**src/hdl/i2cm_pkg.sv**
```systemverilog
`timescale 1ns / 1ps
`default_nettype none
// ----------------------------------------------------------------------------
// I2C master byte engine package
// Shared types, phase codes and command codes for the byte engine.
// ----------------------------------------------------------------------------
package i2cm_pkg;

   localparam int DELAY_BITS = 16;
   localparam int CSR_BITS   = 16;

   localparam logic [CSR_BITS-1:0]   DELAY_RESET   = CSR_BITS'(1);
   localparam logic [DELAY_BITS-1:0] WAIT_ONE      = DELAY_BITS'(1);
   localparam logic [3:0]            BITS_PER_BYTE = 4'd8;

   localparam logic [1:0] CMD_TICK  = 2'd0;
   localparam logic [1:0] CMD_WRITE = 2'd1;
   localparam logic [1:0] CMD_READ  = 2'd2;

   typedef enum logic [11:0] {
      PH_IDLE     = 12'h001,
      PH_PRE      = 12'h002,
      PH_SLOT     = 12'h004,
      PH_SDA_WAIT = 12'h008,
      PH_DLY_A    = 12'h010,
      PH_SCL_REL  = 12'h020,
      PH_SCL_WAIT = 12'h040,
      PH_DLY_B    = 12'h080,
      PH_SAMPLE   = 12'h100,
      PH_DLY_C    = 12'h200,
      PH_SDA_LOW  = 12'h400,
      PH_DLY_D    = 12'h800
   } phase_type;

   typedef struct packed {
      logic [1:0] cmd;
      logic [7:0] write_byte;
      logic       send_nack;
      logic       sda_level;
      logic       scl_level;
   } item_type;

   typedef struct packed {
      logic       scl_pull_low;
      logic       sda_pull_low;
      logic       busy_res;
      logic       done_res;
      logic [7:0] read_byte;
      logic       ack_missing;
   } result_type;

   // Truncate or zero-extend the programmed delay to the counter width
   function automatic logic [DELAY_BITS-1:0] load_delay(input logic [CSR_BITS-1:0] ticks);
      return DELAY_BITS'(ticks);
   endfunction

endpackage
`default_nettype wire

```
**src/hdl/i2cm_in_reg.sv**
```systemverilog
`timescale 1ns / 1ps
`default_nettype none
// ----------------------------------------------------------------------------
// I2C master input register
// Holds one accepted item until the engine takes it.
// ----------------------------------------------------------------------------
module i2cm_in_reg
   import i2cm_pkg::*;
(
   input  wire logic     clock,
   input  wire logic     reset,
   input  wire logic     req_valid,
   output      logic     req_ready,
   input  wire item_type req_item,
   input  wire logic     take,
   output      logic     item_valid,
   output      item_type item
);

   logic     valid_ff;
   logic     valid_in;
   item_type item_ff;

   assign req_ready  = !valid_ff || take;
   assign valid_in   = (req_valid && req_ready) || (valid_ff && !take);
   assign item_valid = valid_ff;
   assign item       = item_ff;

   always_ff @(posedge clock) begin
      if (reset) begin
         valid_ff <= 1'b0;
      end else begin
         valid_ff <= valid_in;
      end
   end

   always_ff @(posedge clock) begin
      if (req_valid && req_ready) begin
         item_ff <= req_item;
      end
   end

   // Taking an item requires one to be held
   assert property (@(posedge clock) disable iff (reset) take |-> valid_ff)
      else $error("engine took an item from an empty input register");

endmodule
`default_nettype wire

```
**src/hdl/i2cm_core.sv**
```systemverilog
`timescale 1ns / 1ps
`default_nettype none
// ----------------------------------------------------------------------------
// I2C master byte engine core
// Phase sequencer: one step per item, bit shifting, ACK handling, delays.
// ----------------------------------------------------------------------------
module i2cm_core
   import i2cm_pkg::*;
(
   input  wire logic                clock,
   input  wire logic                reset,
   input  wire logic                csr_write_en,
   input  wire logic [CSR_BITS-1:0] csr_write_data,
   input  wire logic                step,
   input  wire item_type            item,
   output      result_type          result
);

   logic [CSR_BITS-1:0]   delay_ff;
   phase_type             phase_ff, phase_in;
   logic                  is_read_ff, is_read_in;
   logic                  nack_ff, nack_in;
   logic [3:0]            bit_count_ff, bit_count_in;
   logic [7:0]            shift_ff, shift_in;
   logic [DELAY_BITS-1:0] wait_ff, wait_in;
   logic                  scl_drive_ff, scl_drive_in;
   logic                  sda_drive_ff, sda_drive_in;
   logic                  ack_flag_ff, ack_flag_in;
   logic [7:0]            read_hold_ff, read_hold_in;

   logic                  dly_done;
   logic [DELAY_BITS-1:0] wait_dec;
   logic                  data_bit;
   logic                  need_wait;
   logic                  finish;

   assign dly_done = (wait_ff <= WAIT_ONE);
   assign wait_dec = wait_ff - WAIT_ONE;
   assign data_bit = (bit_count_ff < BITS_PER_BYTE);

   always_comb begin
      phase_in     = phase_ff;
      is_read_in   = is_read_ff;
      nack_in      = nack_ff;
      bit_count_in = bit_count_ff;
      shift_in     = shift_ff;
      wait_in      = wait_ff;
      scl_drive_in = scl_drive_ff;
      sda_drive_in = sda_drive_ff;
      ack_flag_in  = ack_flag_ff;
      read_hold_in = read_hold_ff;
      need_wait    = 1'b0;
      finish       = 1'b0;

      unique case (phase_ff)
         PH_IDLE: begin
            if (item.cmd == CMD_WRITE || item.cmd == CMD_READ) begin
               is_read_in   = (item.cmd == CMD_READ);
               nack_in      = item.send_nack;
               bit_count_in = 4'd0;
               shift_in     = (item.cmd == CMD_READ) ? 8'h00 : item.write_byte;
               phase_in     = PH_PRE;
               wait_in      = load_delay(delay_ff);
            end
         end
         PH_PRE: begin
            if (dly_done) phase_in = PH_SLOT;
            else          wait_in  = wait_dec;
         end
         PH_SLOT: begin
            if (data_bit) begin
               if (is_read_ff) begin
                  sda_drive_in = 1'b0;
                  need_wait    = 1'b0;
               end else begin
                  sda_drive_in = !shift_ff[7];
                  need_wait    = shift_ff[7];
               end
            end else if (is_read_ff) begin
               sda_drive_in = !nack_ff;
               need_wait    = nack_ff;
            end else begin
               sda_drive_in = 1'b0;
               need_wait    = 1'b0;
            end
            // released SDA must be seen high before the clock pulse
            if (need_wait) begin
               phase_in = PH_SDA_WAIT;
            end else begin
               phase_in = PH_DLY_A;
               wait_in  = load_delay(delay_ff);
            end
         end
         PH_SDA_WAIT: begin
            if (item.sda_level) begin
               phase_in = PH_DLY_A;
               wait_in  = load_delay(delay_ff);
            end
         end
         PH_DLY_A: begin
            if (dly_done) phase_in = PH_SCL_REL;
            else          wait_in  = wait_dec;
         end
         PH_SCL_REL: begin
            scl_drive_in = 1'b0;
            phase_in     = PH_SCL_WAIT;
         end
         PH_SCL_WAIT: begin
            // hold here while a slave stretches the clock
            if (item.scl_level) begin
               phase_in = PH_DLY_B;
               wait_in  = load_delay(delay_ff);
            end
         end
         PH_DLY_B: begin
            if (dly_done) phase_in = PH_SAMPLE;
            else          wait_in  = wait_dec;
         end
         PH_SAMPLE: begin
            if (data_bit) begin
               if (is_read_ff) shift_in = {shift_ff[6:0], item.sda_level};
            end else if (!is_read_ff) begin
               ack_flag_in = item.sda_level;
            end
            scl_drive_in = 1'b1;
            phase_in     = PH_DLY_C;
            wait_in      = load_delay(delay_ff);
         end
         PH_DLY_C: begin
            if (dly_done) begin
               if (data_bit) begin
                  if (!is_read_ff) shift_in = {shift_ff[6:0], 1'b0};
                  bit_count_in = bit_count_ff + 4'd1;
                  phase_in     = PH_SLOT;
               end else if (is_read_ff && !nack_ff) begin
                  finish = 1'b1;
               end else begin
                  phase_in = PH_SDA_LOW;
               end
            end else begin
               wait_in = wait_dec;
            end
         end
         PH_SDA_LOW: begin
            sda_drive_in = 1'b1;
            phase_in     = PH_DLY_D;
            wait_in      = load_delay(delay_ff);
         end
         PH_DLY_D: begin
            if (dly_done) finish  = 1'b1;
            else          wait_in = wait_dec;
         end
         default: begin
            phase_in = PH_IDLE;
         end
      endcase

      if (finish) begin
         if (is_read_ff) read_hold_in = shift_ff;
         phase_in = PH_IDLE;
      end
   end

   assign result.scl_pull_low = scl_drive_in;
   assign result.sda_pull_low = sda_drive_in;
   assign result.busy_res     = (phase_in != PH_IDLE);
   assign result.done_res     = finish;
   assign result.read_byte    = read_hold_in;
   assign result.ack_missing  = ack_flag_in;

   always_ff @(posedge clock) begin
      if (reset) begin
         delay_ff     <= DELAY_RESET;
         phase_ff     <= PH_IDLE;
         is_read_ff   <= 1'b0;
         nack_ff      <= 1'b0;
         bit_count_ff <= 4'd0;
         shift_ff     <= 8'h00;
         wait_ff      <= '0;
         scl_drive_ff <= 1'b0;
         sda_drive_ff <= 1'b0;
         ack_flag_ff  <= 1'b0;
         read_hold_ff <= 8'h00;
      end else begin
         if (csr_write_en) delay_ff <= csr_write_data;
         if (step) begin
            phase_ff     <= phase_in;
            is_read_ff   <= is_read_in;
            nack_ff      <= nack_in;
            bit_count_ff <= bit_count_in;
            shift_ff     <= shift_in;
            wait_ff      <= wait_in;
            scl_drive_ff <= scl_drive_in;
            sda_drive_ff <= sda_drive_in;
            ack_flag_ff  <= ack_flag_in;
            read_hold_ff <= read_hold_in;
         end
      end
   end

   assert property (@(posedge clock) disable iff (reset) bit_count_ff <= BITS_PER_BYTE)
      else $error("bit counter ran past one byte");

   assert property (@(posedge clock) disable iff (reset)
                    phase_ff == PH_SCL_WAIT |-> !scl_drive_ff)
      else $error("waiting on SCL while still pulling it low");

   assert property (@(posedge clock) disable iff (reset)
                    step && finish |=> phase_ff == PH_IDLE)
      else $error("engine not idle after finishing a byte");

endmodule
`default_nettype wire

```
**src/hdl/i2c_master_byte_engine.sv**
```systemverilog
`timescale 1ns / 1ps
`default_nettype none
// ----------------------------------------------------------------------------
// I2C master byte engine
// Open-drain I2C master that writes or reads one byte per command.
// ----------------------------------------------------------------------------
// Usage:
//   Each req_ item is one bus tick: the sampled SDA/SCL levels plus an
//   optional byte command (write or read). Every item yields exactly one
//   rsp_ item with the line pull-downs and status after that tick.
//   csr_write_en/csr_write_data set the per-phase delay in ticks; write it
//   only while no transfer is running.
// Pipeline and throughput:
//   An item is registered on acceptance, stepped through the phase
//   sequencer once the result register is free and lands in it. One
//   item per cycle is sustained while rsp_ready stays high; the input and
//   result registers are the stages, the sequencer's logic between them.
// Reset:
//   Synchronous, active high. Both lines are released, the engine is idle,
//   the delay register returns to one tick and both channels are empty.
// Stall:
//   While rsp_ready is low the result is held; the input register still
//   takes one more item, then req_ready drops until the result moves.
// ----------------------------------------------------------------------------
module i2c_master_byte_engine
   import i2cm_pkg::*;
(
   input  wire logic                clock,
   input  wire logic                reset,
   input  wire logic                req_valid,
   output      logic                req_ready,
   input  wire logic [1:0]          req_cmd,
   input  wire logic [7:0]          req_write_byte,
   input  wire logic                req_send_nack,
   input  wire logic                req_sda_level,
   input  wire logic                req_scl_level,
   output      logic                rsp_valid,
   input  wire logic                rsp_ready,
   output      logic                rsp_scl_pull_low,
   output      logic                rsp_sda_pull_low,
   output      logic                rsp_busy_res,
   output      logic                rsp_done_res,
   output      logic [7:0]          rsp_read_byte,
   output      logic                rsp_ack_missing,
   input  wire logic                csr_write_en,
   input  wire logic [CSR_BITS-1:0] csr_write_data
);

   item_type   req_item;
   item_type   item;
   logic       item_valid;
   logic       advance;
   result_type result;
   result_type rsp_ff;
   logic       rsp_valid_ff;
   logic       rsp_valid_in;

   assign req_item.cmd        = req_cmd;
   assign req_item.write_byte = req_write_byte;
   assign req_item.send_nack  = req_send_nack;
   assign req_item.sda_level  = req_sda_level;
   assign req_item.scl_level  = req_scl_level;

   // step the engine when an item is held and the result slot is free
   assign advance      = item_valid && (!rsp_valid_ff || rsp_ready);
   assign rsp_valid_in = advance || (rsp_valid_ff && !rsp_ready);

   i2cm_in_reg u_in_reg (
      .clock      (clock),
      .reset      (reset),
      .req_valid  (req_valid),
      .req_ready  (req_ready),
      .req_item   (req_item),
      .take       (advance),
      .item_valid (item_valid),
      .item       (item)
   );

   i2cm_core u_core (
      .clock          (clock),
      .reset          (reset),
      .csr_write_en   (csr_write_en),
      .csr_write_data (csr_write_data),
      .step           (advance),
      .item           (item),
      .result         (result)
   );

   always_ff @(posedge clock) begin
      if (reset) begin
         rsp_valid_ff <= 1'b0;
      end else begin
         rsp_valid_ff <= rsp_valid_in;
      end
   end

   always_ff @(posedge clock) begin
      if (advance) begin
         rsp_ff <= result;
      end
   end

   assign rsp_valid        = rsp_valid_ff;
   assign rsp_scl_pull_low = rsp_ff.scl_pull_low;
   assign rsp_sda_pull_low = rsp_ff.sda_pull_low;
   assign rsp_busy_res     = rsp_ff.busy_res;
   assign rsp_done_res     = rsp_ff.done_res;
   assign rsp_read_byte    = rsp_ff.read_byte;
   assign rsp_ack_missing  = rsp_ff.ack_missing;

   assert property (@(posedge clock) disable iff (reset)
                    rsp_valid_ff |-> !(rsp_ff.done_res && rsp_ff.busy_res))
      else $error("result reports done and busy together");

   assert property (@(posedge clock) disable iff (reset)
                    item_valid && rsp_valid_ff && !rsp_ready |-> !req_ready)
      else $error("input taken with both stages full and output stalled");

endmodule
`default_nettype wire
```
**config.mk**
```make
export PLATFORM = sky130hd
export DESIGN_NAME = i2c_master_byte_engine
export DESIGN_NICKNAME = d
export VERILOG_FILES = /design/src/hdl/i2cm_pkg.sv /design/src/hdl/i2cm_in_reg.sv /design/src/hdl/i2cm_core.sv /design/src/hdl/i2c_master_byte_engine.sv
export SDC_FILE = /design/constraint.sdc
export NUM_CORES = 1
export LEC_CHECK = 0
export BUFFER_PORTS_ARGS = -buffer_cell sky130_fd_sc_hd__buf_2
export CORE_ASPECT_RATIO = 1.4
export CORE_MARGIN = 2
export CORE_UTILIZATION = 26
export DETAILED_ROUTE_END_ITERATION = 12
export MAX_ROUTING_LAYER = met4
export PLACE_DENSITY_LB_ADDON = 0.12
export REMOVE_ABC_BUFFERS = 1
export SLEW_MARGIN = 20
export SYNTH_ARGS = -nofsm -noshare
export SYNTH_HDL_FRONTEND = slang
export SYNTH_SLANG_ARGS = --single-unit
```
**constraint.sdc**
```tcl
create_clock -name clock -period 7.8 [get_ports clock]
set_clock_uncertainty 0.15 [all_clocks]
set_input_delay 1.56 -clock clock [delete_from_list [all_inputs] [get_ports clock]]
set_output_delay 1.56 -clock clock [all_outputs]
set_load 0.05 [all_outputs]
```
After elaboration in Yosys (flattened, before gate mapping)
Index checks and enable logic that the tools add are counted.
{"block": "totals", "reg_bits": 97, "inputBits": 34, "out_inout_bits": 15, "wordCells": 127}
{"block": "classes", "n_addsub": 2, "n_lt_le_gt_ge": 2, "n_eq_ne": 25, "mux": 49, "reduce_logical": 25}
{"operator": "one-hot mux 12 bit (12 select lines)", "count": 1}
{"operator": "two-way mux 12 bit", "count": 10}
{"operator": "one-hot mux 16 bit (6 select lines)", "count": 1}
{"operator": "two-way mux 16 bit", "count": 5}
{"operator": "two-way mux 8 bit", "count": 9}
{"operator": "one-hot mux 8 bit (3 select lines)", "count": 1}
{"operator": "<= comparator 16 x 1 -> 1 bit, second input constant", "count": 1}
{"operator": "subtractor 16 x 1 -> 16 bit, second input constant", "count": 1}
{"operator": "two-way mux 1 bit", "count": 14}
{"operator": "== test 12 x 1 -> 1 bit, second input constant", "count": 1}
{"operator": "== test 12 x 10 -> 1 bit, second input constant", "count": 1}
{"operator": "== test 12 x 11 -> 1 bit, second input constant", "count": 1}
{"operator": "== test 12 bit, second input constant", "count": 1}
{"operator": "== test 12 x 2 -> 1 bit, second input constant", "count": 1}
{"operator": "== test 12 x 3 -> 1 bit, second input constant", "count": 1}
{"operator": "== test 12 x 4 -> 1 bit, second input constant", "count": 1}
{"operator": "== test 12 x 5 -> 1 bit, second input constant", "count": 1}
{"operator": "== test 12 x 6 -> 1 bit, second input constant", "count": 1}
{"operator": "== test 12 x 7 -> 1 bit, second input constant", "count": 1}
{"operator": "== test 12 x 8 -> 1 bit, second input constant", "count": 1}
{"operator": "== test 12 x 9 -> 1 bit, second input constant", "count": 1}
{"operator": "two-way mux 4 bit", "count": 3}
{"operator": "inequality test 12 x 1 -> 1 bit, second input constant", "count": 1}
{"operator": "inequality test 2 x 1 -> 1 bit, second input constant", "count": 5}
{"operator": "20 further kinds", "count": 39}

Longest topological paths before layout
Gate-level depths: netlist of run 1.
{"block": "logic_depth", "ltp_word": 8, "depth_mapped": 10, "mapped_depth_nobuf": 8}

Cells and area by module
Synthesis of run 1 repeated with hierarchy kept, for this count alone.
{"block": "unflattened", "cells_unflattened": 541, "hier_area_um2": 5172.5}
{"mod": "i2cm_core", "n_inst": 1, "cells_each": 505, "area_per_inst_um2": 4281.6}
{"mod": "i2c_master_byte_engine", "n_inst": 1, "cells_each": 18, "area_per_inst_um2": 445.4}
{"mod": "i2cm_in_reg", "n_inst": 1, "cells_each": 18, "area_per_inst_um2": 445.4}

Worst setup path after synthesis of run 1
OpenSTA, ideal clock, no wires.
{"block": "synth_path", "path_type": "in2out", "startpoint": "input rsp_ready", "endpoint": "output req_ready", "t_arrival_ns": 2.064, "t_required_ns": 6.090, "path_slack_ns": 4.026, "cell_stages": 2, "path_buffers": 0, "path_cell_list": "nor2b_1 > nand2_1"}
{"block": "synth_between", "elab_chain_len": 3}
{"item": "start, declared", "line_no": "i2c_master_byte_engine.sv:38", "rtl": "input wire logic rsp_ready,"}
{"item": "logical OR 1 bit", "line_no": "i2c_master_byte_engine.sv:65", "rtl": "assign advance = item_valid && (!rsp_valid_ff || rsp_ready);"}
{"item": "logical AND 1 bit", "line_no": "i2c_master_byte_engine.sv:65"}
{"item": "logical OR 1 bit", "line_no": "i2cm_in_reg.sv:24", "rtl": "assign req_ready = !valid_ff || take;"}
{"item": "end, declared", "line_no": "i2c_master_byte_engine.sv:31", "rtl": "output logic req_ready,"}
No other way between the ends.

Worst setup path after layout of run 1
Ends and elaborated chain as after synthesis.

==> results.json, run 1 <==
{
  "slew_violations": 0,
  "post-route-period-util_pct": 50.0,
  "clkPwrFrac_pct": 36.1,
  "critPathKind": "input port to output pin",
  "initial_core_util_pct": 26.4,
  "grt_max_degree": 60,
  "wl_per_cell_um": 17.9,
  "slew-limit-headroom_pct": 34.1,
  "hold_viol": 0,
  "coreArea_um2": 19100,
  "ys_ff_latch": 97,
  "final_nets": 601,
  "pre_cts_slack_ps": 3740,
  "gp_congestion": 0.926,
  "worst_hold_slack_ps": 308,
  "synthToLayoutAreaGrowth_pct": 14.2,
  "io_buffers": 48,
  "io_pins": 49,
  "cap_violations": 0,
  "die_area_um2": 20600,
  "yosysWarnings": 0,
  "fill_cells": 2052,
  "grt_pass1_vias": 4170,
  "wl_um": 14600,
  "rsz0062_at_grt": "no",
  "diodes": 0,
  "cts_tree": "done",
  "synth_edf_count": 26,
  "p_sw_share_pct": 32.7,
  "p_per_area_nw_per_um2": 218,
  "power.internal_w": 0.000845,
  "clk_pin_slew_ps": 70,
  "drc_errors": 0,
  "max_freq_mhz": 257,
  "syn_inst": 536,
  "die_x_um": 122,
  "grt_antenna_before_repair": 0,
  "grt_remaining_overflow": 0,
  "finalCoreUtilization_pct": 30.1,
  "cts_made_buffers": 9,
  "dp_hpwl_um": 10400,
  "hold_class": "flip-flop to flip-flop",
  "ctsResizeCount": 0,
  "peakVddDrop_v": 0.0000872,
  "ys_seq_area_share_pct": 43.6,
  "worst_ep_arrival_time_ps": 2190,
  "row_count": 60,
  "seqPwrFrac_pct": 45.2,
  "clkSinkCount": 97,
  "setup_violations": 0,
  "layout_min_cycle_time_ps": 3900,
  "hold_buffers": 0,
  "ff_latch_area_um2": 2200,
  "syn_area_um2": 5050,
  "power_w": 0.00126,
  "tightestPinTransition_ps": 988,
  "fin_ws_ps": 3900,
  "syn_avg_cell_area_um2": 9.42,
  "grtUsageTotal_pct": 15.2,
  "clockBufferDepth": 2,
  "drtPass1Iterations": 4,
  "critPathMaxFanout": 4,
  "viasPerCell": 5.22,
  "power.switching_w": 0.000411,
  "grt_pass1_wl_um": 23500,
  "p_comb_share_pct": 18.7,
  "multi_input_comb_area_um2": 2640,
  "drive_above_1_share_pct": 19.7,
  "cp-start-kind": "input port",
  "die_h_um": 169,
  "antenna_left": 0,
  "critPathCaptureType": "output pin",
  "clk_latency_ps": 370,
  "leakage_nw": 2.11,
  "synth_ff_type": "dfxtp_1",
  "synth_cell_type_count": 70,
  "ys_async_sr_fraction_pct": 0,
  "status": "completed",
  "critPathRequiredTime_ps": 6090,
  "drtIter0Drc": 198,
  "root_buffer": "clkbuf_16",
  "via_count": 4261,
  "cts_setup_buffers": 0,
  "htree_levels": 3,
  "setup-tns-final_ps": 0
}
## through the flow
stage / instances / cell area, um2
after CTS: 816 / 5760
final: 816 / 5770
after global routing: 816 / 5770
after global placement: 800 / 5460
after detailed placement: 800 / 5460
after floorplan: 501 / 4890
## sequential cells by signal (all words and copies together) (netlist names)
| register | flops |
|---|---|
| u_core.bit_count_ff | 4 |
| rsp_valid | 1 |
| rsp_sda_pull_low | 1 |
| u_core.is_read_ff | 1 |
| rsp_ack_missing | 1 |
| u_core.nack_ff | 1 |
| u_core.delay_ff | 16 |
| u_in_reg.item | 13 |
| u_in_reg.item_valid | 1 |
| rsp_done_res | 1 |
| u_core.ack_flag_ff | 1 |
| rsp_read_byte | 8 |
| u_core.phase_ff | 12 |
| rsp_scl_pull_low | 1 |
| u_core.sda_drive_ff | 1 |
| u_core.shift_ff | 8 |
| u_core.scl_drive_ff | 1 |
| rsp_busy_res | 1 |
| u_core.read_hold_ff | 8 |
| u_core.wait_ff | 16 |
## worst max-delay path: stages
cell and delay (ps):
buf_2 90, nor2b_1 220, nand2_1 100, buf_2 220
## cell type report
class | count | share of cell area (%)
clock inverter | 7 | 1.26
timing repair buffer | 51 | 4.56
inverter | 15 | 0.977
sequential | 97 | 38.2
clock buffer | 9 | 3.91
multi-input combinational | 389 | 45.7
tap | 248 | 5.38
## cell usage after synthesis, drive strengths merged (10+ instances only)
| cell type | count | area [um2] |
|---|---|---|
| a21oi | 35 | 175 |
| a31oi | 13 | 81.3 |
| buf | 11 | 70.1 |
| clkbuf | 24 | 90.1 |
| dfxtp | 71 | 1420 |
| edfxtp | 26 | 781 |
| inv | 14 | 52.6 |
| mux2 | 10 | 113 |
| mux2i | 30 | 300 |
| nand2 | 26 | 105 |
| nand3 | 14 | 75.1 |
| nand4 | 12 | 81.3 |
| nor2 | 62 | 235 |
| nor3 | 22 | 131 |
| nor4 | 14 | 134 |
| o211ai | 17 | 133 |
| o21ai | 22 | 118 |
## layer usage
layer	part of all wire (%)	vias up	track usage, %	routed length, um
li1	-	2063	-	-
met1	41	2046	17.3	5940
met4	3.1	0	7.85	454
met3	4.0	31	2.29	578
met2	52	121	25.7	7660
met5	0	-	-	0
## power by group through the flow
stage / Clock, W / Sequential, W / Combinational (W)
2_1_floorplan: 0 / 0.000582 / 0.000147
3_3_place_gp: 0 / 0.000580 / 0.000233
3_5_place_dp: 0 / 0.000580 / 0.000235
4_1_cts: 0.000469 / 0.000568 / 0.000236
5_1_grt: 0.000491 / 0.000572 / 0.000257
6_report: 0.000453 / 0.000568 / 0.000235
## cells in the final DEF (no fill, tap or decap), types with 16 or more instances in the layout
master and count:
a21oi_1 35, buf_2 48, dfxtp_1 71, edfxtp_1 26
mux2i_1 30, nand2_1 25, nor2_1 61, nor3_1 19
o211ai_1 16, o21ai_0 17
## worst paths after layout
| kind | from | slack [ps] | endpoint | cells past startpoint |
|---|---|---|---|---|
| max | rsp_ready | 3900 | req_ready | 4 |
| min | u_core.scl_drive_ff$_SDFFE_PP0P_ | 310 | u_core.scl_drive_ff$_SDFFE_PP0P_ | 2 |
| max reg2reg | u_core.wait_ff[0]$_SDFFE_PP0P_ | 4440 | rsp_read_byte[3]$_DFFE_PP_ | 7 |
| min reg2reg | u_core.scl_drive_ff$_SDFFE_PP0P_ | 310 | u_core.scl_drive_ff$_SDFFE_PP0P_ | 2 |
## cells by family (layout without fill, tap and decap cells)
kind of cell | count (synthesis) | count (layout) | synth area share [%]
and+or+nand+nor | 209 | 209 | 23.7
AOI/OAI and AO/OA | 128 | 128 | 17.8
DFF | 97 | 97 | 43.6
buffers and inverters | 50 | 82 | 4.29
muxes | 40 | 40 | 8.18
xor gates and xnor gates | 8 | 8 | 1.39
adders and majority gates | 4 | 4 | 0.991
No activity file was read; power rests on OpenSTA's default activity.
==> inputs of run 2 (changes only) <==
clock period = 3.2 ns   (was 7.8 ns; I/O delays follow)
==> results.json, run 2 (synthesized netlist as in run 1, its figures left out) <==
{
  "grt_pass1_wl_um": 25100,
  "clkPwrFrac_pct": 35.0,
  "p_sw_share_pct": 32.0,
  "initial_core_util_pct": 26.4,
  "die_area_um2": 20600,
  "hold_class": "input port to flip-flop",
  "grt_pass1_vias": 4463,
  "r2r_end": "rsp_read_byte[3]$_DFFE_PP_",
  "tightestPinTransition_ps": 913,
  "drtIter0Drc": 190,
  "wl_per_cell_um": 18.9,
  "drive_above_1_share_pct": 23.4,
  "setup-tns-final_ps": 0,
  "leakage_nw": 2.25,
  "layout_common_cells": "71 x dfxtp_1, 61 x nor2_1, 48 x buf_2, 35 x a21oi_1, 30 x mux2i_1",
  "seqPwrFrac_pct": 44.4,
  "viasPerCell": 5.21,
  "coreArea_um2": 19100,
  "layout_min_cycle_time_ps": 2960,
  "clk_latency_ps": 360,
  "r2r-start": "u_core.wait_ff[8]$_SDFFE_PP0P_",
  "cts_tree": "done",
  "row_count": 60,
  "hold_buffers": 0,
  "reg2reg_slack_ps": 240,
  "cts_setup_buffers": 0,
  "synthToLayoutAreaGrowth_pct": 18.3,
  "slew_violations": 0,
  "wl_um": 15900,
  "via_count": 4388,
  "cts_made_buffers": 9,
  "setup_violations": 0,
  "p_per_area_nw_per_um2": 518,
  "hold_viol": 0,
  "crit_start": "u_core.wait_ff[8]$_SDFFE_PP0P_",
  "critPathMaxFanout": 8,
  "power.switching_w": 0.000989,
  "clockBufferDepth": 2,
  "final_common_cell": "dfxtp_1",
  "gp_congestion": 0.893,
  "worstSetupEndpoint": "rsp_read_byte[3]$_DFFE_PP_",
  "grtUsageTotal_pct": 16.5,
  "clkSinkCount": 97,
  "critPathCaptureType": "flip-flop",
  "worst_ep_arrival_time_ps": 2920,
  "dp_hpwl_um": 11700,
  "grt_antenna_before_repair": 0,
  "cap_violations": 0,
  "power.internal_w": 0.00210,
  "status": "completed",
  "cp-start-kind": "flip-flop",
  "finalCoreUtilization_pct": 31.2,
  "htree_levels": 3,
  "critPathKind": "flip-flop to flip-flop",
  "die_x_um": 122,
  "post-route-period-util_pct": 92.5,
  "grt_remaining_overflow": 0,
  "max_freq_mhz": 338,
  "grt_max_degree": 59,
  "io_pins": 49,
  "rsz0062_at_grt": "no",
  "root_buffer": "clkbuf_16",
  "drc_errors": 0,
  "fill_cells": 2011,
  "ctsResizeCount": 0,
  "worst_r2r_path_depth": 5,
  "final_nets": 628,
  "p_comb_share_pct": 20.6,
  "drtPass1Iterations": 4,
  "clk_pin_slew_ps": 80,
  "peakVddDrop_v": 0.000255,
  "io_buffers": 48,
  "diodes": 0,
  "die_h_um": 169,
  "antenna_left": 0,
  "critPathRequiredTime_ps": 3160,
  "slew-limit-headroom_pct": 38.7
}
-- run 2: worst max-delay path, cell delays in order (launching register included) --
cell and delay [ps]:
dfxtp_1 360, or4_1 580, nor4_1 440, nand2_1 310
nor2_2 460, mux2_2 400
-- run 2: worst min-delay path by stage --
stage | depth (start not counted) | end | start
2_1_floorplan | 2 | u_core.scl_drive_ff$_SDFFE_PP0P_ | u_core.scl_drive_ff$_SDFFE_PP0P_
3_3_place_gp | 2 | u_core.scl_drive_ff$_SDFFE_PP0P_ | u_core.scl_drive_ff$_SDFFE_PP0P_
3_5_place_dp | 2 | u_core.scl_drive_ff$_SDFFE_PP0P_ | u_core.scl_drive_ff$_SDFFE_PP0P_
4_1_cts | 1 | u_in_reg.item[4]$_DFFE_PP_ | req_write_byte[1]
5_1_grt | 1 | u_in_reg.item[1]$_DFFE_PP_ | req_sda_level
6_report | 1 | u_in_reg.item[4]$_DFFE_PP_ | req_write_byte[1]
-- run 2: routing by layer --
layer  part of all wire (%)  global-route usage, %  routed length (um)  up-vias
li1                       -                      -                   -     2109
met3                    2.8                   2.09                 439       29
met5                      0                      -                   0        -
met2                     55                   30.0                8770       97
met1                     39                   17.2                6180     2153
met4                    3.5                   8.15                 558        0
-- run 2: layout make-up --
class                      instances  area, um2  share of cell area [%]
multi-input combinational        389       2630                    44.0
clock buffer                       9        225                    3.77
inverter                          15       56.3                   0.943
sequential                        97       2200                    36.9
timing repair buffer              78        478                    8.01
tap                              248        310                    5.20
clock inverter                     7       68.8                    1.15
-- run 2: per-stage QoR --
| step | area, um2 | instances | hold slack [ps] | setup slack (ps) | power, W |
|---|---|---|---|---|---|
| 2_1_floorplan | 4890 | 501 | 281 | 96.3 | 0.00178 |
| 3_3_place_gp | 5680 | 827 | 295 | 381 | 0.00203 |
| 3_5_place_dp | 5680 | 827 | 315 | 264 | 0.00204 |
| 4_1_cts | 5970 | 843 | 282 | 259 | 0.00315 |
| 5_1_grt | 5970 | 843 | 281 | 107 | 0.00326 |
| 6_report | 5970 | 843 | 297 | 239 | 0.00309 |
-- run 2: power by group through the flow --
stage                     clock network [W]  registers [W]  logic (W)
after global placement                    0        0.00140   0.000633
after global routing                0.00118        0.00138   0.000695
after floorplan                           0        0.00142   0.000357
after CTS                           0.00114        0.00137   0.000639
after detailed placement                  0        0.00140   0.000635
final                               0.00108        0.00137   0.000635
